### config.mk
export PLATFORM = sky130hd
export DESIGN_NAME = ugbs_out_fifo
export DESIGN_NICKNAME = d
export VERILOG_FILES = /design/src/hw/rtl/upsample_gradient_block_sum_macros.svh /design/src/hw/rtl/ugbs_pkg.sv /design/src/hw/rtl/ugbs_out_fifo.sv
export SDC_FILE = /design/constraint.sdc
export NUM_CORES = 1
export LEC_CHECK = 0
export BUFFER_PORTS_ARGS = -buffer_cell sky130_fd_sc_hd__clkbuf_2
export CORE_MARGIN = 2
export CORE_UTILIZATION = 56
export DETAILED_ROUTE_END_ITERATION = 8
export GPL_TIMING_DRIVEN = 0
export PLACE_DENSITY_LB_ADDON = 0.2
export SLEW_MARGIN = 40
export SYNTH_ARGS = -nofsm -noshare
export SYNTH_HDL_FRONTEND = slang
export SYNTH_SLANG_ARGS = --single-unit
export TNS_END_PERCENT = 10
### constraint.sdc
create_clock -name clk -period 2.1 [get_ports clk]
set_clock_uncertainty 0.2 [all_clocks]
set_input_delay 0.42 -clock clk [delete_from_list [all_inputs] [get_ports clk]]
set_output_delay 0.42 -clock clk [all_outputs]
set_load 0.05 [all_outputs]
### src/hw/rtl/upsample_gradient_block_sum_macros.svh
// Assertion helpers, sampled on clk and disabled while rst_n is low.
`ifndef UPSAMPLE_GRADIENT_BLOCK_SUM_MACROS_SVH
`define UPSAMPLE_GRADIENT_BLOCK_SUM_MACROS_SVH

`define UGBS_ALWAYS(label, cond, msg) \
    label: assert property (@(posedge clk) disable iff (!rst_n) (cond)) \
        else $error(msg);

`define UGBS_IMPLIES(label, ante, cons, msg) \
    label: assert property (@(posedge clk) disable iff (!rst_n) (ante) |-> (cons)) \
        else $error(msg);

`define UGBS_NEXT(label, ante, cons, msg) \
    label: assert property (@(posedge clk) disable iff (!rst_n) (ante) |=> (cons)) \
        else $error(msg);

`endif

### src/hw/rtl/ugbs_pkg.sv
package ugbs_pkg;

    localparam int SUM_BITS       = 25;
    localparam int COUNT_BITS     = 10;
    localparam int DIM_BITS       = 11;
    localparam int CFG_DATA_BITS  = 11;
    localparam int CFG_INDEX_BITS = 3;
    localparam int MAX_COUNT      = 1024;
    localparam int OUT_DEPTH      = 4;
    localparam int OUT_PTR_BITS   = 2;
    localparam int OUT_CNT_BITS   = 3;

    typedef enum logic [CFG_INDEX_BITS-1:0] {
        REG_KERNEL_CHAN  = 3'd0,
        REG_KERNEL_ROWS  = 3'd1,
        REG_KERNEL_COLS  = 3'd2,
        REG_OUT_WIDTH    = 3'd3,
        REG_OUT_HEIGHT   = 3'd4,
        REG_OUT_CHANNELS = 3'd5,
        REG_BATCH_COUNT  = 3'd6
    } cfg_reg_t;

    typedef struct packed {
        logic [3:0]  kernel_chan;
        logic [3:0]  kernel_rows;
        logic [3:0]  kernel_cols;
        logic [6:0]  out_width;
        logic [6:0]  out_height;
        logic [10:0] out_channels;
        logic [10:0] batch_count;
    } cfg_t;

    // position flags of one word within its block and the tensor
    typedef struct packed {
        logic first;
        logic last;
        logic tend;
    } tag_t;

    typedef struct packed {
        logic busy;
        logic push;
        logic tend;
    } acc_stat_t;

    // 0 acts as 1, anything above hi acts as hi
    function automatic logic [DIM_BITS-1:0] clamp_dim(
        input logic [DIM_BITS-1:0] v,
        input logic [DIM_BITS-1:0] hi
    );
        logic [DIM_BITS-1:0] r;
        begin
            if (v == '0)
                r = DIM_BITS'(1);
            else if (v > hi)
                r = hi;
            else
                r = v;
            return r;
        end
    endfunction

endpackage

### src/hw/rtl/ugbs_out_fifo.sv
module ugbs_out_fifo (
    input  logic                                 clk,
    input  logic                                 rst_n,
    input  logic                                 push,
    input  logic [ugbs_pkg::SUM_BITS-1:0]        push_sum,
    input  logic                                 push_tend,
    input  logic                                 pop,
    output logic                                 head_valid,
    output logic [ugbs_pkg::SUM_BITS-1:0]        head_sum,
    output logic                                 head_tend,
    output logic [ugbs_pkg::OUT_CNT_BITS-1:0]    count
);
    import ugbs_pkg::*;

    logic [SUM_BITS:0] entry [OUT_DEPTH];

    logic [OUT_PTR_BITS-1:0] wr_ptr_reg, wr_ptr_next;
    logic [OUT_PTR_BITS-1:0] rd_ptr_reg, rd_ptr_next;
    logic [OUT_CNT_BITS-1:0] count_reg, count_next;
    logic                    do_pop;

    assign head_valid = (count_reg != '0);
    assign do_pop     = pop && head_valid;
    assign head_sum   = entry[rd_ptr_reg][SUM_BITS-1:0];
    assign head_tend  = entry[rd_ptr_reg][SUM_BITS];
    assign count      = count_reg;

    always_comb
    begin
        wr_ptr_next = push ? wr_ptr_reg + OUT_PTR_BITS'(1) : wr_ptr_reg;
        rd_ptr_next = do_pop ? rd_ptr_reg + OUT_PTR_BITS'(1) : rd_ptr_reg;
        count_next  = count_reg;
        case ({push, do_pop})
            2'b10:   count_next = count_reg + OUT_CNT_BITS'(1);
            2'b01:   count_next = count_reg - OUT_CNT_BITS'(1);
            default: count_next = count_reg;
        endcase
    end

    always_ff @(posedge clk)
    begin
        if (push)
            entry[wr_ptr_reg] <= {push_tend, push_sum};
    end

    always_ff @(posedge clk or negedge rst_n)
    begin
        if (!rst_n)
        begin
            wr_ptr_reg <= '0;
            rd_ptr_reg <= '0;
            count_reg  <= '0;
        end
        else
        begin
            wr_ptr_reg <= wr_ptr_next;
            rd_ptr_reg <= rd_ptr_next;
            count_reg  <= count_next;
        end
    end

endmodule

== Word-level counts from Yosys, hierarchy flattened ==
Memory sizes are Yosys's and may differ from the RTL's.
Cells that the tools add are included.

* Register bits after elaboration: 7
* Memory bits (writable): 104
* Output and inout port bits: 30
* Logic and storage cells: 16
* Memories kept: 1

* $add $sub $neg: 4
* Equality and inequality tests: 2
* Mux-type cells: 3
* Reduce and logical (&&, ||, !) cells: 3

{| class="wikitable"
|+ Memory list
! memory !! depth !! bits a word !! rd ports !! clocked after memory_dff !! write ports !! RTL line !! source
|-
| entry || 4 || 26 || 1 || 0 || 1 || ugbs_out_fifo.sv:15 || <nowiki>logic [SUM_BITS:0] entry [OUT_DEPTH];</nowiki>
|}

{| class="wikitable"
|+ Operator list
! cell !! count
|-
| $pmux W3 S2 || 1
|-
| $add A2 B1 Y2 const B || 2
|-
| $add A3 B1 Y3 const B || 1
|-
| $reduce_bool A3 Y1 || 1
|-
| $sub A3 B1 Y3 const B || 1
|-
| $eq A2 B1 Y1 const B || 1
|-
| $eq A2 B2 Y1 const B || 1
|-
| $mux W1 || 2
|-
| $reduce_bool A2 Y1 || 1
|-
| $logic_and A1 B1 Y1 || 1
|}

== Longest topological paths before layout ==
* Word-level depth: 4
* Depth in mapped cells: 7

== Worst setup path before layout ==
Ideal clock, no wire load.

* Kind: flip-flop to flip-flop
* Start: reg count_reg[0], in the netlist count[0]
* End: reg count_reg[2], in the netlist count[2]
* Data arrival time: 1,903 ps
* Setup slack: -85 ps
* Cell stages (with the launch flop): 8
* Path buffers: 0
* Clock period less this slack: 2,185 ps
* Cell sequence: dfrtp_1 > o31a_1 > ha_1 > inv_1 > fa_1 > xor2_1 > nor2_1 > xor2_1

* Longest elaborated chain between the ends: 4

{| class="wikitable"
|+ RTL lines
! what !! RTL line !! source
|-
| start, declared || ugbs_out_fifo.sv:19 || <nowiki>logic [OUT_CNT_BITS-1:0] count_reg, count_next;</nowiki>
|-
| start signal, assigned || ugbs_out_fifo.sv:58 || <nowiki>count_reg <= count_next;</nowiki>
|-
| $reduce_bool A3 Y1 (*) || ugbs_out_fifo.sv:22 || <nowiki>assign head_valid = (count_reg != '0);</nowiki>
|-
| $logic_and A1 B1 Y1 (*) || ugbs_out_fifo.sv:23 || <nowiki>assign do_pop = pop && head_valid;</nowiki>
|-
| via do_pop || ugbs_out_fifo.sv:20 || <nowiki>logic do_pop;</nowiki>
|-
| $eq A2 B1 Y1 / $eq A2 B2 Y1 (equally long branches) || ugbs_out_fifo.sv:33 || <nowiki>case ({push, do_pop})</nowiki>
|-
| $pmux W3 S2 / $reduce_bool A2 Y1 (equally long branches) || -- ||
|}

Mark *: on every way through the listed nets, which the timed path passes. The rest lies on a longest branch.
A chain may end at the register's enable or synchronous reset.

== Worst setup path in the final report ==
* Start: reg rd_ptr_reg[0]
* End: out head_sum[20] (netlist bit)

* Longest elaborated chain between the ends: 1

{| class="wikitable"
|+ RTL lines
! what !! RTL line !! source
|-
| start, declared || ugbs_out_fifo.sv:18 || <nowiki>logic [OUT_PTR_BITS-1:0] rd_ptr_reg, rd_ptr_next;</nowiki>
|-
| start signal, assigned || ugbs_out_fifo.sv:57 || <nowiki>rd_ptr_reg <= rd_ptr_next;</nowiki>
|-
| $mem_v2 Z4 W26 || -- ||
|-
| end, declared || ugbs_out_fifo.sv:9 || <nowiki>output logic [ugbs_pkg::SUM_BITS-1:0] head_sum,</nowiki>
|}

No other way between the ends.

==> results by group <==
Run status
  – Outcome: complete, but fails checks
  – Failing checks: setup timing

Power and ir drop
  – LEAKAGE: 0.00186 uW
  – Worst VDD drop: 0.885 mV
  – Final Power: 8260 uW
  – Power per cell area: 1610 nW/um^2

Critical path
  – CP max stage cell: mux4_1
  – Crit start category: register
  – Crit path DAT: 1.75 ns
  – Worst Setup End Kind: output port
  – CP max stage delay: 0.56 ns
  – R2R Setup Slk: 0.13 ns
  – Critical path capture point: head_sum[20]
  – Crit Path Class: register to output port
  – Data required, critical path: 1.48 ns
  – Launching point of the worst reg2reg path: count[0]$_DFFE_PN0P_
  – Reg2Reg Depth: 7
  – Crit path cell chain: buf_8 > buf_4 > mux4_1 > clkbuf_8
  – Crit path from: rd_ptr_reg[0]$_DFFE_PN0P_
  – Reg-to-reg endpoint: count[2]$_DFFE_PN0P_
  – Worst Path Max Fanout: 9

STA
  – Final hold viol count: 0
  – Achievable Freq: 423 MHz
  – Min Tclk post-route: 2.37 ns
  – Setup violators final: 26
  – Unrepaired setup endpoints after global routing: yes
  – Pins Over Slew Limit: 0
  – Rel. slew slack: 51.8%
  – Fin crit share: 113%
  – Worst Tran Pin Value: 0.724 ns
  – Setup WS post-layout: -0.267 ns
  – Fin Hold WS: 0.0663 ns

Route
  – TritonRoute pass-1 iters: 4
  – DR iter-0 viols: 112
  – Total wire length: 6.36 mm
  – Via count: 1879
  – WL/cell: 18.1 um
  – Post-route ant nets: 0
  – Vias per cell: 5.34
  – DRC Markers: 0

Global route
  – Pin count of the biggest net entering global routing: 27
  – First-pass GRT wire length: 10.3 mm
  – Initial antenna violation count: 0
  – Total grt overflow: 0
  – GR Util All Layers: 16.8%
  – Vias in the first global route: 1960

CTS
  – CTS tree: yes
  – Clock sinks: 111
  – Clk slew on worst S/H paths: 0.10 ns
  – Root buf cell: clkbuf_8
  – Skew-Pair Late Insertion Delay: 0.35 ns
  – Clock Tree Buf Depth: 2
  – Inserted Clock Buffers: 9
  – H-tree levels: 3

Die
  – Num rows: 31
  – # IOs: 60
  – Die area: 8220 sq um
  – Core ar.: 7250 sq um
  – Die width: 90.6 um
  – Chip height: 90.6 um
  – Starting density of the core: 58.0%

Finish
  – Layout cells sized above 1: 43.9%
  – Antenna fix cells: 0
  – Nets: 285
  – Commonest cells after routing, fill and taps aside: edfxtp_1, clkbuf_2, buf_8, mux4_2, clkbuf_8
  – Layout area overhead: 22.3%
  – Most common cell after layout, fill and taps aside: edfxtp_1
  – Max reg flops: 104

Yosys
  – Synth Register Bits: 111
  – Syn Area/Cell: 24.4 sq um
  – Sequential fraction of the synthesis area: 78.5%
  – Synth Net Count: 208
  – Yosys cell types: 19
  – Syn Std Cell Area: 4200 sq um
  – Top post-synthesis cells by area: edfxtp_1, mux4_2, mux4_1
  – Area share of the largest cell type after synthesis: 74.3%
  – Cell taking the most area after synthesis: edfxtp_1
  – Cells after Synth: 172
  – Count of warnings emitted by yosys: 0

Hold path
  – Min-Delay Path Class: input port to register

Placement
  – Post-DP HPWL: 3.87 mm
  – PortBufs: 59
  – Final GP Congestion: 0.662

Job
  – Max cap viols: 0
## final cells by class
| class | count | area, sq um |
|---|---|---|
| fill | 448 | 2110 |
| inverter | 6 | 22.5 |
| timing repair buffer | 66 | 599 |
| buffer | 6 | 78.8 |
| multi-input combinational | 49 | 822 |
| clock inverter | 6 | 68.8 |
| clock buffer | 9 | 124 |
| tap | 99 | 124 |
| sequential | 111 | 3300 |
## stage by stage
step / cell area [sq um] / setup TNS [ns] / utilization, % / setup slack, ns / std cells
global placement: 4630 / -24.85 / 63.8 / -0.260 / 330
CTS: 5070 / -7.07 / 70.0 / -0.326 / 346
finish: 5140 / -6.17 / 70.9 / -0.267 / 352
global route: 5140 / -8.52 / 70.9 / -0.349 / 352
floorplan: 4210 / 0 / - / 0.0753 / 172
detailed placement: 4630 / -0.0704 / 63.9 / -0.0261 / 330
## cells by family (layout without fill, tap and decap cells)
logic type,after synthesis,count (layout),share of synthesized area (%)
compound gates,2,2,0.327
fa+ha+maj,6,6,1.96
simple gates,8,8,1.01
buf+inv,12,93,2.11
mux,27,27,14.9
flops,111,111,78.5
xor+xnor,6,6,1.25
## power breakdown
group          internal (uW)  switching (uW)
Sequential              2920             125
Clock                    554             685
Combinational           1670            2310
## worst min-delay path by stage
stage            startpoint                        end  slack [ns]  cells after the start
3_3_place_gp          rst_n  wr_ptr_reg[0]$_DFFE_PN0P_        0.07                      1
2_1_floorplan         rst_n       count[0]$_DFFE_PN0P_       -0.08                      0
6_report       push_sum[13]     entry[3][13]$_DFFE_PP_        0.07                      1
5_1_grt        push_sum[13]     entry[0][13]$_DFFE_PP_        0.06                      1
3_5_place_dp          rst_n  wr_ptr_reg[0]$_DFFE_PN0P_        0.07                      1
4_1_cts        push_sum[13]     entry[1][13]$_DFFE_PP_        0.05                      1
## per-layer routing
| metal | share of wire (%) | wire length (um) | GRT usage [%] |
|---|---|---|---|
| met3 | 3.5 | 220 | 4.01 |
| met1 | 45 | 2880 | 23.6 |
| met4 | 0.88 | 56 | 5.00 |
| met5 | 0 | 0 | 0 |
| met2 | 50 | 3210 | 26.7 |
## critical path: cells and delay by family, from the launching register on
family,cells,cell delay (ns)
buffers and inverters,3,0.47
DFF,1,0.36
muxes,1,0.56
## cells in the mapped netlist
library cell  instances
nand2_1               2
xnor2_1               2
o31a_1                1
xor2_1                4
mux2i_1               1
nor2_1                1
dfrtp_1               7
buf_2                 3
buf_6                 1
edfxtp_1            104
o21ai_0               1
and2_1                4
buf_12                2
fa_1                  1
ha_1                  5
or3_1                 1
mux4_1                8
mux4_2               18
inv_1                 6
## what timing repair did
item	4_1_cts	5_1_grt
endpoints found under the hold margin	7	0
setup buffers	0	6
hold buffers	1	0
resized for setup	56	17
setup endpoints to repair	26	26
(Power assumes the default switching activity.)
