<file path="src/hw/rtl/upsample_gradient_block_sum_macros.svh">
// Assertion helpers, sampled on clk and disabled while rst_n is low.
`ifndef UPSAMPLE_GRADIENT_BLOCK_SUM_MACROS_SVH
`define UPSAMPLE_GRADIENT_BLOCK_SUM_MACROS_SVH

`define UGBS_ALWAYS(label, cond, msg) \
    label: assert property (@(posedge clk) disable iff (!rst_n) (cond)) \
        else $error(msg);

`define UGBS_IMPLIES(label, ante, cons, msg) \
    label: assert property (@(posedge clk) disable iff (!rst_n) (ante) |-> (cons)) \
        else $error(msg);

`define UGBS_NEXT(label, ante, cons, msg) \
    label: assert property (@(posedge clk) disable iff (!rst_n) (ante) |=> (cons)) \
        else $error(msg);

`endif

</file>
<file path="src/hw/rtl/ugbs_pkg.sv">
package ugbs_pkg;

    localparam int SUM_BITS       = 25;
    localparam int COUNT_BITS     = 10;
    localparam int DIM_BITS       = 11;
    localparam int CFG_DATA_BITS  = 11;
    localparam int CFG_INDEX_BITS = 3;
    localparam int MAX_COUNT      = 1024;
    localparam int OUT_DEPTH      = 4;
    localparam int OUT_PTR_BITS   = 2;
    localparam int OUT_CNT_BITS   = 3;

    typedef enum logic [CFG_INDEX_BITS-1:0] {
        REG_KERNEL_CHAN  = 3'd0,
        REG_KERNEL_ROWS  = 3'd1,
        REG_KERNEL_COLS  = 3'd2,
        REG_OUT_WIDTH    = 3'd3,
        REG_OUT_HEIGHT   = 3'd4,
        REG_OUT_CHANNELS = 3'd5,
        REG_BATCH_COUNT  = 3'd6
    } cfg_reg_t;

    typedef struct packed {
        logic [3:0]  kernel_chan;
        logic [3:0]  kernel_rows;
        logic [3:0]  kernel_cols;
        logic [6:0]  out_width;
        logic [6:0]  out_height;
        logic [10:0] out_channels;
        logic [10:0] batch_count;
    } cfg_t;

    // position flags of one word within its block and the tensor
    typedef struct packed {
        logic first;
        logic last;
        logic tend;
    } tag_t;

    typedef struct packed {
        logic busy;
        logic push;
        logic tend;
    } acc_stat_t;

    // 0 acts as 1, anything above hi acts as hi
    function automatic logic [DIM_BITS-1:0] clamp_dim(
        input logic [DIM_BITS-1:0] v,
        input logic [DIM_BITS-1:0] hi
    );
        logic [DIM_BITS-1:0] r;
        begin
            if (v == '0)
                r = DIM_BITS'(1);
            else if (v > hi)
                r = hi;
            else
                r = v;
            return r;
        end
    endfunction

endpackage

</file>
<file path="src/hw/rtl/ugbs_addr_gen.sv">
module ugbs_addr_gen #(
    parameter int MAX_WIDTH  = 64,
    parameter int MAX_HEIGHT = 64,
    parameter int MAX_KERNEL = 8,
    parameter int AW         = 12
) (
    input  logic            clk,
    input  logic            rst_n,
    input  logic            restart,
    input  logic            advance,
    input  ugbs_pkg::cfg_t  cfg,
    output logic [AW-1:0]   addr,
    output ugbs_pkg::tag_t  tag
);
    import ugbs_pkg::*;

    localparam int KB = (MAX_KERNEL > 1) ? $clog2(MAX_KERNEL) : 1;
    localparam int CB = (MAX_WIDTH > 1) ? $clog2(MAX_WIDTH) : 1;
    localparam int RB = (MAX_HEIGHT > 1) ? $clog2(MAX_HEIGHT) : 1;

    logic [DIM_BITS-1:0] kc_last, kr_last, kw_last, ow_last, oh_last, oc_last, bc_last;

    logic [KB-1:0]         ocol_reg, ocol_next;
    logic [KB-1:0]         orow_reg, orow_next;
    logic [KB-1:0]         cib_reg, cib_next;
    logic [CB-1:0]         ccol_reg, ccol_next;
    logic [RB-1:0]         crow_reg, crow_next;
    logic [AW-1:0]         row_base_reg, row_base_next;
    logic [COUNT_BITS-1:0] chan_reg, chan_next;
    logic [COUNT_BITS-1:0] image_reg, image_next;

    logic ocol_end, ccol_end, orow_end, crow_end, cib_end, chan_end, image_end;

    assign kc_last = clamp_dim(DIM_BITS'(cfg.kernel_chan), DIM_BITS'(MAX_KERNEL)) - DIM_BITS'(1);
    assign kr_last = clamp_dim(DIM_BITS'(cfg.kernel_rows), DIM_BITS'(MAX_KERNEL)) - DIM_BITS'(1);
    assign kw_last = clamp_dim(DIM_BITS'(cfg.kernel_cols), DIM_BITS'(MAX_KERNEL)) - DIM_BITS'(1);
    assign ow_last = clamp_dim(DIM_BITS'(cfg.out_width), DIM_BITS'(MAX_WIDTH)) - DIM_BITS'(1);
    assign oh_last = clamp_dim(DIM_BITS'(cfg.out_height), DIM_BITS'(MAX_HEIGHT)) - DIM_BITS'(1);
    assign oc_last = clamp_dim(cfg.out_channels, DIM_BITS'(MAX_COUNT)) - DIM_BITS'(1);
    assign bc_last = clamp_dim(cfg.batch_count, DIM_BITS'(MAX_COUNT)) - DIM_BITS'(1);

    assign ocol_end  = (DIM_BITS'(ocol_reg) == kw_last);
    assign ccol_end  = (DIM_BITS'(ccol_reg) == ow_last);
    assign orow_end  = (DIM_BITS'(orow_reg) == kr_last);
    assign crow_end  = (DIM_BITS'(crow_reg) == oh_last);
    assign cib_end   = (DIM_BITS'(cib_reg) == kc_last);
    assign chan_end  = (DIM_BITS'(chan_reg) == oc_last);
    assign image_end = (DIM_BITS'(image_reg) == bc_last);

    assign addr = row_base_reg + AW'(ccol_reg);

    assign tag.first = (cib_reg == '0) && (orow_reg == '0) && (ocol_reg == '0);
    assign tag.last  = cib_end && orow_end && ocol_end;
    assign tag.tend  = tag.last && image_end && chan_end && crow_end && ccol_end;

    always_comb
    begin
        ocol_next     = ocol_reg;
        ccol_next     = ccol_reg;
        orow_next     = orow_reg;
        crow_next     = crow_reg;
        row_base_next = row_base_reg;
        cib_next      = cib_reg;
        chan_next     = chan_reg;
        image_next    = image_reg;
        if (restart)
        begin
            ocol_next     = '0;
            ccol_next     = '0;
            orow_next     = '0;
            crow_next     = '0;
            row_base_next = '0;
            cib_next      = '0;
            chan_next     = '0;
            image_next    = '0;
        end
        else if (advance)
        begin
            if (!ocol_end)
                ocol_next = ocol_reg + KB'(1);
            else
            begin
                ocol_next = '0;
                if (!ccol_end)
                    ccol_next = ccol_reg + CB'(1);
                else
                begin
                    ccol_next = '0;
                    // end of an upsampled row
                    if (!orow_end)
                        orow_next = orow_reg + KB'(1);
                    else
                    begin
                        orow_next = '0;
                        if (!crow_end)
                        begin
                            crow_next     = crow_reg + RB'(1);
                            row_base_next = row_base_reg + AW'(MAX_WIDTH);
                        end
                        else
                        begin
                            crow_next     = '0;
                            row_base_next = '0;
                            // end of an upsampled plane
                            if (!cib_end)
                                cib_next = cib_reg + KB'(1);
                            else
                            begin
                                cib_next = '0;
                                if (!chan_end)
                                    chan_next = chan_reg + COUNT_BITS'(1);
                                else
                                begin
                                    chan_next = '0;
                                    if (!image_end)
                                        image_next = image_reg + COUNT_BITS'(1);
                                    else
                                        image_next = '0;
                                end
                            end
                        end
                    end
                end
            end
        end
    end

    always_ff @(posedge clk or negedge rst_n)
    begin
        if (!rst_n)
        begin
            ocol_reg     <= '0;
            ccol_reg     <= '0;
            orow_reg     <= '0;
            crow_reg     <= '0;
            row_base_reg <= '0;
            cib_reg      <= '0;
            chan_reg     <= '0;
            image_reg    <= '0;
        end
        else
        begin
            ocol_reg     <= ocol_next;
            ccol_reg     <= ccol_next;
            orow_reg     <= orow_next;
            crow_reg     <= crow_next;
            row_base_reg <= row_base_next;
            cib_reg      <= cib_next;
            chan_reg     <= chan_next;
            image_reg    <= image_next;
        end
    end

endmodule

</file>
<file path="config.mk">
export PLATFORM = sky130hd
export DESIGN_NAME = ugbs_addr_gen
export DESIGN_NICKNAME = d
export VERILOG_FILES = /design/src/hw/rtl/upsample_gradient_block_sum_macros.svh /design/src/hw/rtl/ugbs_pkg.sv /design/src/hw/rtl/ugbs_addr_gen.sv
export SDC_FILE = /design/constraint.sdc
export NUM_CORES = 1
export LEC_CHECK = 0
export BUFFER_PORTS_ARGS = -buffer_cell sky130_fd_sc_hd__buf_2
export CAP_MARGIN = 20
export CORE_ASPECT_RATIO = 1.1
export CORE_UTILIZATION = 59
export CTS_CLUSTER_DIAMETER = 50
export DETAILED_ROUTE_END_ITERATION = 7
export PLACE_DENSITY = 0.89
export SLEW_MARGIN = 0
export SYNTH_ARGS = -nofsm -noshare
export SYNTH_HDL_FRONTEND = slang
export SYNTH_SLANG_ARGS = --single-unit
export TNS_END_PERCENT = 1
</file>
<file path="constraint.sdc">
create_clock -name clk -period 3.8 [get_ports clk]
set_input_delay 0.19 -clock clk [delete_from_list [all_inputs] [get_ports clk]]
set_output_delay 0.19 -clock clk [all_outputs]
set_load 0.02 [all_outputs]
</file>
Yosys cells after proc, flatten, opt, wreduce, memory -nomap -nowiden
Index checks and enable logic that the tools add are counted.

word-level totals
  memories kept = 0
  RAM bits = 0
  latch bits = 0
  ROM bits = 0
  logic and storage cells = 131
  output and inout bits = 15
  flip-flop bits (word level) = 53

operators by class
  add/sub/neg operators = 16
  equal/unequal tests = 7
  multiply operators = 0
  bitwise operators = 0
  shift-type cells = 0
  div/mod/pow operators = 0
  multiplexer cells = 62
  reductions and logical operators = 31
  magnitude comparators = 7

operator list
  operator                                               count
  2-to-1 mux 10 bit                                      17
  subtractor 11 x 1 -> 11 bit, second input constant     7
  2-to-1 mux 12 bit                                      6
  2-to-1 mux 6 bit                                       10
  2-to-1 mux 11 bit                                      5
  2-to-1 mux 3 bit                                       15
  == test 3 x 11 -> 1 bit                                3
  2-to-1 mux 7 bit                                       4
  == test 10 x 11 -> 1 bit                               2
  == test 6 x 11 -> 1 bit                                2
  greater-than comparator 11 bit, second input constant  2
  logical NOT 11 bit                                     2
  adder 10 x 1 -> 10 bit, second input constant          2
  2-to-1 mux 4 bit                                       5
  greater-than comparator 7 bit, second input constant   2
  logical NOT 7 bit                                      2
  nonzero test 2 bit                                     7
  adder 12 x 6 -> 12 bit                                 1
  adder 12 x 7 -> 12 bit, second input constant          1
  adder 6 x 1 -> 6 bit, second input constant            2
  greater-than comparator 4 bit, second input constant   3
  logical NOT 4 bit                                      3
  adder 3 x 1 -> 3 bit, second input constant            3
  logical NOT 3 bit                                      3
  7 further kinds                                        14

Depth between registers and ports, before layout
Gate-level depths: netlist (run 1).

  depth after elaboration = 14
  mapped depth = 17
  mapped depth without buffers = 12

Least setup slack after synthesis (run 1)
Ideal clock, no wire load.

  path kind = in2reg
  start point = in cfg[13] (netlist bit)
  end point = reg image_reg[0]
  required time = 3.722 ns
  arrival = 3.742 ns
  buffers on the path = 4
  library setup time = 0.078 ns
  stages = 16
  path slack = -0.020 ns
  cell sequence = buf_6 or4_1 buf_2 nor3_1 o21ai_0 ha_1 clkbuf_1 xnor2_1 xnor2_1 nor4_1 o211ai_1 or3_1 or4_4 buf_6 or4_1 a21oi_1

between the ends
  longest elaborated chain between the ends = 7
  elaborated cells on any way between the ends = 8

ends and longest elaborated chain
  what                               RTL line              RTL
  from (decl)                        ugbs_addr_gen.sv:11   input ugbs_pkg::cfg_t cfg,
  greater-than comparator 11 bit     ugbs_pkg.sv:55        else if (v > hi)
  2-to-1 mux 11 bit                  ugbs_pkg.sv:55
  2-to-1 mux 11 bit (*)              ugbs_pkg.sv:53        if (v == '0)
  subtractor 11 x 1 -> 11 bit (*)    ugbs_addr_gen.sv:39   assign oc_last = clamp_dim(cfg.out_channels, DIM_BITS'(MAX_COUNT)) - DIM_BITS'(1);
  == test 10 x 11 -> 1 bit (*)       ugbs_addr_gen.sv:47   assign chan_end = (DIM_BITS'(chan_reg) == oc_last);
  nonzero test 2 bit (no line) (*)   --
  AND reduction 7 bit (no line) (*)  --
  to (signal assigned)               ugbs_addr_gen.sv:150  image_reg <= image_next;
  to (decl)                          ugbs_addr_gen.sv:30   logic [COUNT_BITS-1:0] image_reg, image_next;

Every way passes the cells marked *; elsewhere a longest branch is shown, timed or not.
A chain may end at the register's enable or synchronous reset.

Final worst setup path (run 1)
  start point = in cfg[17] (netlist bit)
  end point = reg image_reg[8]

The elaborated chain is that of the path after synthesis.

==> results of run 1 <==
## path summary, 6_finish.rpt
check,to,start,cells after the start
min in group asynchronous,ccol_reg[0],rst_n,2
min reg2reg,row_base_reg[10],row_base_reg[10],1
max reg2reg,row_base_reg[11],ocol_reg[2],7
max,image_reg[8],cfg[17],14
min,ocol_reg[1],advance,3
max in group asynchronous,image_reg[6],rst_n,3
## routing by layer
metal / track usage / vias up / part of all wire
met2: 0.536 / 197 / 0.51
met4: 0.120 / 0 / 0.023
met3: 0.0403 / 34 / 0.051
met1: 0.365 / 2429 / 0.42
li1: - / 2414 / -
met5: 0 / - / 0
## power groups by stage
stage | combinational (uW) | sequential (uW) | clock, uW
final | 359 | 553 | 396
after global routing | 403 | 557 | 411
after CTS | 354 | 553 | 398
after detailed placement | 352 | 562 | 0
after global placement | 336 | 560 | 0
after floorplan | 245 | 553 | 0
## Yosys cell counts (all sizes together) (5+ instances only)
cell type / count / area (um2)
inv: 29 / 109
or4: 16 / 124
a22oi: 7 / 52.6
nand3b: 7 / 52.6
nand4: 6 / 37.5
nor3b: 6 / 45.0
nor3: 20 / 105
ha: 21 / 263
o21ai: 51 / 255
a21oi: 49 / 245
nor2: 31 / 116
and3: 14 / 87.6
nand2b: 12 / 75.1
nor2b: 18 / 113
clkbuf: 37 / 139
or3: 13 / 81.3
o31ai: 17 / 128
o21bai: 5 / 37.5
nand2: 34 / 128
nand4b: 14 / 123
and2: 5 / 31.3
xnor2: 19 / 166
dfrtp: 47 / 1180
buf: 8 / 56.3
a31oi: 5 / 31.3
or2: 9 / 56.3
o211ai: 8 / 60.1
nor4: 15 / 100
nand3: 21 / 105
mux2i: 6 / 60.1
xor2: 10 / 87.6
## stage by stage
step / total power (uW) / setup slack (ns) / cell area (um2) / utilization / hold WS, ns
finish: 1310 / 0.252 / 5300 / 0.694 / 0.239
global placement: 896 / 0.142 / 5150 / 0.675 / 0.429
floorplan: 798 / 0.0115 / 4750 / - / -0.106
detailed placement: 914 / 0.00975 / 5150 / 0.675 / 0.441
global route: 1370 / 0.0241 / 5300 / 0.694 / 0.281
CTS: 1300 / 0.323 / 5270 / 0.690 / 0.108
## area by class of cell
cell class / count / area share
multi-input combinational: 495 / 0.617
inverter: 29 / 0.0205
timing repair buffer: 86 / 0.0934
sequential: 47 / 0.222
clock buffer: 6 / 0.0156
tap: 105 / 0.0248
clock inverter: 2 / 0.00661
## worst register-to-register path: stages (launching register included)
cell,delay (ns)
sky130_fd_sc_hd__dfrtp_1,0.45
sky130_fd_sc_hd__xnor2_1,0.17
sky130_fd_sc_hd__or3b_2,0.47
sky130_fd_sc_hd__a311o_1,0.45
sky130_fd_sc_hd__nor4_2,0.53
sky130_fd_sc_hd__a21oi_1,0.30
sky130_fd_sc_hd__or4_1,0.56
sky130_fd_sc_hd__a21oi_1,0.18
## cells by family (layout without fill, tap and decap cells)
group,after synthesis,after routing,synth area share
AND/OR/NAND/NOR,251,251,0.310
AO/OA/AOI/OAI,187,187,0.255
buffers and inverters,74,123,0.0640
flip-flops,47,47,0.247
XOR/XNOR,29,29,0.0534
adder cells (fa/ha/maj),21,21,0.0553
multiplexers,7,7,0.0150
## what timing repair did
action                                 CTS  global route
buffers inserted                         0             0
endpoints found under the hold margin    0            13
hold buffers                             0             1
==> summary.txt, run 1 <==
Status
  – Run status: complete, no violations

Logic synthesis
  – Sequential area share after synthesis: 0.247
  – Instance count of the mapped netlist: 616
  – Total standard cell area after synthesis: 4750 um2
  – Number of warnings issued by yosys: 0
  – Proportion of synthesized flip-flops having asynchronous set or reset: 1.00
  – Seq cells post-synth: 47
  – Synthesized net count: 689
  – Count of flip-flops with a built-in enable after synthesis: 0
  – Avg Inst Size Synth: 7.72 um2
  – Leading register cell type out of synthesis: sky130_fd_sc_hd__dfrtp_1
  – Count of unique library cells instantiated by Yosys: 70

Detailed routing
  – Drc violations: 0
  – Iteration-0 DRC Markers: 294
  – Number of nets with antenna violations after detailed routing: 0
  – Final wirelength: 12300 um
  – Mean routed wirelength per cell: 16.0 um
  – Vias post-DR: 5074
  – Per-cell via count in the routed design: 6.59
  – DRT Pass-1 Iters: 5

Pwr
  – Net switching fraction of the power: 0.323
  – Power Internal: 885 uW
  – Clock network power share: 0.303
  – Total power per unit cell area: 247 nW/um2
  – Reg power frac: 0.423
  – Leak Pwr: 0.00215 uW
  – Peak supply drop: 173 uV
  – Combinational group share of total power: 0.275
  – Net switching power: 423 uW

Clock network
  – Worst-Skew Late Latency: 0.31 ns
  – TritonCTS clock tree: yes
  – # clock sinks: 47
  – Clock Tree Root: sky130_fd_sc_hd__clkbuf_8
  – Clk slew on worst S/H paths: 0.09 ns
  – H-Tree Level Count: 2
  – Quantity of gates resized following cts: 0
  – Bufs on Longest Clock Path: 2
  – Number of buffers added by the clock tree synthesis step: 5

GRT
  – Antenna violations before repair: 0
  – Number of global-route vias before repair: 4692
  – Global-route wire length before repair: 20500 um
  – Overall global routing resource usage: 0.301
  – Overflow left after global routing: 0
  – Maximum number of pins on one net before global-route repair: 48

Setup path
  – Cell at the slowest stage of the critical path: sky130_fd_sc_hd__or4_1
  – Cell chain of the critical path: buf_2 -> or4_1 -> nor3_1 -> o21ai_0 -> ha_1 -> xnor2_1 -> xnor2_1 -> nor4_1 -> o211ai_1 -> or3_1 -> or4_4 -> buf_4 -> o31ai_1 -> a21oi_1
  – CP Buf/Inv Count: 2
  – Reg2Reg Setup Slack: 0.61 ns
  – Most frequent cell on the critical path: sky130_fd_sc_hd__xnor2_1
  – Max incr delay on CP: 0.55 ns
  – Required @ worst endpoint: 3.97 ns
  – CP Max Fanout: 21
  – Data arrival time of the critical path: 3.72 ns
  – Critical Path Start Type: input pin
  – Crit end category: flip-flop
  – Kind of critical path: input pin to flip-flop
  – Family with the most delay on the worst path: simple AND/OR/NAND/NOR gates

STA
  – Final Skew: 0.00552 ns
  – Setup violators final: 0
  – Portion of the clock cycle consumed by the worst path in the final layout: 0.934
  – Final-report max-slew violation count: 0
  – Maximum clock rate: 282 MHz
  – Min Clock Period, post-route: 3.55 ns
  – Aggregate negative setup slack: 0 ns
  – Transition at the pin with the smallest max-transition slack: 0.840 ns
  – Headroom to the max-slew limit: 0.440
  – Final hold vios: 0
  – RSZ-0062 raised after global routing: false

Layout
  – Commonest non-fill, non-tap cell in the layout: sky130_fd_sc_hd__buf_2
  – Post-Layout Cell Count: 770
  – Sequential cell area in the final layout: 1180 um2
  – Commonest cells after routing, fill and taps aside: sky130_fd_sc_hd__buf_2, sky130_fd_sc_hd__o21ai_0, sky130_fd_sc_hd__a21oi_1
  – Ant. Diodes: 0
  – Post-synthesis to final-layout area growth: 11.6%
  – Final layout net count: 737
  – Number of fill cells in the layout: 635
  – Layout cells sized above 1: 0.168
  – Multi-input combinational cell area: 3270 um2

Floorplanning
  – Die Y-Extent: 96.1 um
  – Die outline area: 8420 um2
  – Effective utilization at floorplan: 0.622
  – Std cell rows: 33
  – CORE AREA: 7640 um2
  – Width of the die: 87.6 um
  – I/O pin count: 67

Job
  – Total of max-cap violations: 0

Hold path
  – Type of the worst min-delay path: input pin to flip-flop

Place
  – Detailed-placement wirelength estimate: 8850 um
  – Quantity of I/O buffers inserted on ports: 66
  – Final weighted congestion in routability-driven placement: 0.880
  – Placed cell count: 760
Note: power is estimated with default switching activity, not from simulation.
==> inputs of run 2 (changes only) <==
- CORE_ASPECT_RATIO: 1.1 -> 1.25
- RECOVER_POWER: unset -> 25
- SLEW_MARGIN: 0 -> 30
==> run 2 against run 1 <==
  * Wire length hardly changed
  * Die area hardly changed
  * The flow now finishes with violations (capacitance limit, slew limit)
  * Final area is 0.33% lower
  * Worst hold slack better by 0.038 ns
  * Sequential share of layout area is 0.074 points higher
  * Combinational power hardly changed
==> summary.txt, run 2 (synthesized netlist as in run 1, its figures left out) <==
GRT
  – Number of global-route vias before repair: 4578
  – Antenna violations before repair: 0
  – Overall global routing resource usage: 0.296
  – Overflow left after global routing: 0
  – Maximum number of pins on one net before global-route repair: 48
  – Global-route wire length before repair: 19800 um

STA
  – Post-route worst setup slack: 0.195 ns
  – Transition at the pin with the smallest max-transition slack: 2.57 ns
  – Final Skew: 0.00665 ns
  – RSZ-0062 raised after global routing: false
  – Portion of the clock cycle consumed by the worst path in the final layout: 0.949
  – Headroom to the max-slew limit: -0.714
  – Min Clock Period, post-route: 3.60 ns
  – Final-report max-slew violation count: 48
  – Aggregate negative setup slack: 0 ns
  – Maximum clock rate: 277 MHz
  – Final hold vios: 0
  – Setup violators final: 0

Setup path
  – Required @ worst endpoint: 3.96 ns
  – Crit end category: flip-flop
  – Data arrival time of the critical path: 3.77 ns
  – Kind of critical path: input pin to flip-flop
  – CP Buf/Inv Count: 4
  – Critical Path Start Type: input pin
  – Family with the most delay on the worst path: simple AND/OR/NAND/NOR gates
  – Reg2Reg Setup Slack: 0.77 ns
  – Cell at the slowest stage of the critical path: sky130_fd_sc_hd__or4_4
  – Most frequent cell on the critical path: sky130_fd_sc_hd__buf_4
  – CP Max Fanout: 20
  – Cell chain of the critical path: buf_2 -> or4_1 -> nor3_1 -> o21ai_0 -> ha_1 -> buf_4 -> inv_1 -> a2111oi_0 -> nor4_1 -> o211ai_1 -> or3_1 -> or4_4 -> buf_4 -> o31ai_1 -> a21oi_1
  – Max incr delay on CP: 0.59 ns

Floorplanning
  – Width of the die: 82.3 um
  – CORE AREA: 7790 um2
  – Effective utilization at floorplan: 0.610
  – Std cell rows: 36
  – Die Y-Extent: 102 um
  – Die outline area: 8420 um2
  – I/O pin count: 67

Pwr
  – Leak Pwr: 0.00215 uW
  – Power after layout: 1360 uW
  – Peak supply drop: 228 uV
  – Total power per unit cell area: 257 nW/um2

Clock network
  – # clock sinks: 47
  – Number of buffers added by the clock tree synthesis step: 5
  – Clock Tree Root: sky130_fd_sc_hd__clkbuf_8
  – H-Tree Level Count: 2
  – TritonCTS clock tree: yes
  – Clk slew on worst S/H paths: 0.09 ns
  – Bufs on Longest Clock Path: 2
  – Worst-Skew Late Latency: 0.30 ns

Place
  – Final weighted congestion in routability-driven placement: 0.898
  – DP Worst Slack: -0.0633 ns
  – Quantity of I/O buffers inserted on ports: 66
  – Placed inst area: 5140 um2
  – Detailed-placement wirelength estimate: 9110 um

Status
  – Run status: finished, violations left
  – Violations in the final reports: capacitance limit, slew limit

Hold path
  – Type of the worst min-delay path: input pin to flip-flop

Detailed routing
  – Mean routed wirelength per cell: 16.3 um
  – Vias post-DR: 5081
  – Number of nets with antenna violations after detailed routing: 0
  – Per-cell via count in the routed design: 6.69
  – DRT Pass-1 Iters: 7
  – Drc violations: 0
  – Final wirelength: 12300 um
  – Iteration-0 DRC Markers: 349

Layout
  – Number of fill cells in the layout: 655
  – Layout cells sized above 1: 0.164
  – Ant. Diodes: 0
  – Commonest cells after routing, fill and taps aside: sky130_fd_sc_hd__buf_2, sky130_fd_sc_hd__o21ai_0, sky130_fd_sc_hd__a21oi_1
  – Non-Filler Cell Area, Final: 5290 um2
  – Commonest non-fill, non-tap cell in the layout: sky130_fd_sc_hd__buf_2
  – Post-synthesis to final-layout area growth: 11.2%
  – Final layout net count: 736

Job
  – Total of max-cap violations: 1
## run 2: changes by cell type in the layout (fill, tap and decap cells not counted)
cell,change
sky130_fd_sc_hd__buf_2,-1
sky130_fd_sc_hd__clkbuf_8,-1
sky130_fd_sc_hd__a2111oi_0,-1
sky130_fd_sc_hd__clkinv_2,-1
sky130_fd_sc_hd__bufinv_16,+1
sky130_fd_sc_hd__a2111oi_1,+1
sky130_fd_sc_hd__buf_12,-1
sky130_fd_sc_hd__clkbuf_1,+2
## run 2: layer usage
layer  global-route usage  share of wire
met5                    0              0
met4               0.0945          0.018
met3               0.0330          0.048
met2                0.552           0.53
met1                0.345           0.40
## run 2: path summary, 6_finish.rpt
kind / from / end / cells after the start
min: advance / ocol_reg[1] / 3
min reg2reg: row_base_reg[10] / row_base_reg[10] / 1
max: cfg[17] / image_reg[3] / 15
min in group asynchronous: rst_n / ccol_reg[0] / 2
max reg2reg: ocol_reg[2] / image_reg[3] / 9
max in group asynchronous: rst_n / ccol_reg[5] / 2
## run 2: report_power, final
part / internal, uW / switching [uW]
combinational: 147 / 214
sequential: 522 / 30.6
clock: 263 / 179
total: 933 / 424
## run 2: what timing repair did
item / in CTS / in global routing
buffers inserted: 0 / 0
hold buffers: 1 / 0
gates resized for setup: 0 / 1
setup endpoints to repair: 0 / 1
hold endpoints to repair: 47 / 0
## run 2: through the flow
stage               instances  hold WS, ns   util
floorplan                 616       -0.106      -
global placement          750        0.422  0.660
detailed placement        750        0.242  0.660
CTS                       759        0.254  0.679
global route              759        0.288  0.678
finish                    759        0.277  0.678
## run 2: area by class of cell
class                      count  area [um2]  area share
multi-input combinational    495        3270       0.620
sequential                    47        1180       0.223
timing repair buffer          85         474      0.0897
tap                           95         119      0.0225
inverter                      29         109      0.0206
clock buffer                   6        72.6      0.0137
clock inverter                 2        60.1      0.0114
## run 2: worst register-to-register path: cells and delay by family, from the launching register on
family                 cells  cell delay, ns
buffers and inverters      2            0.42
AND/OR/NAND/NOR            3            0.99
AO/OA/AOI/OAI              3            0.84
flip-flops                 1            0.46
XOR/XNOR                   1            0.18
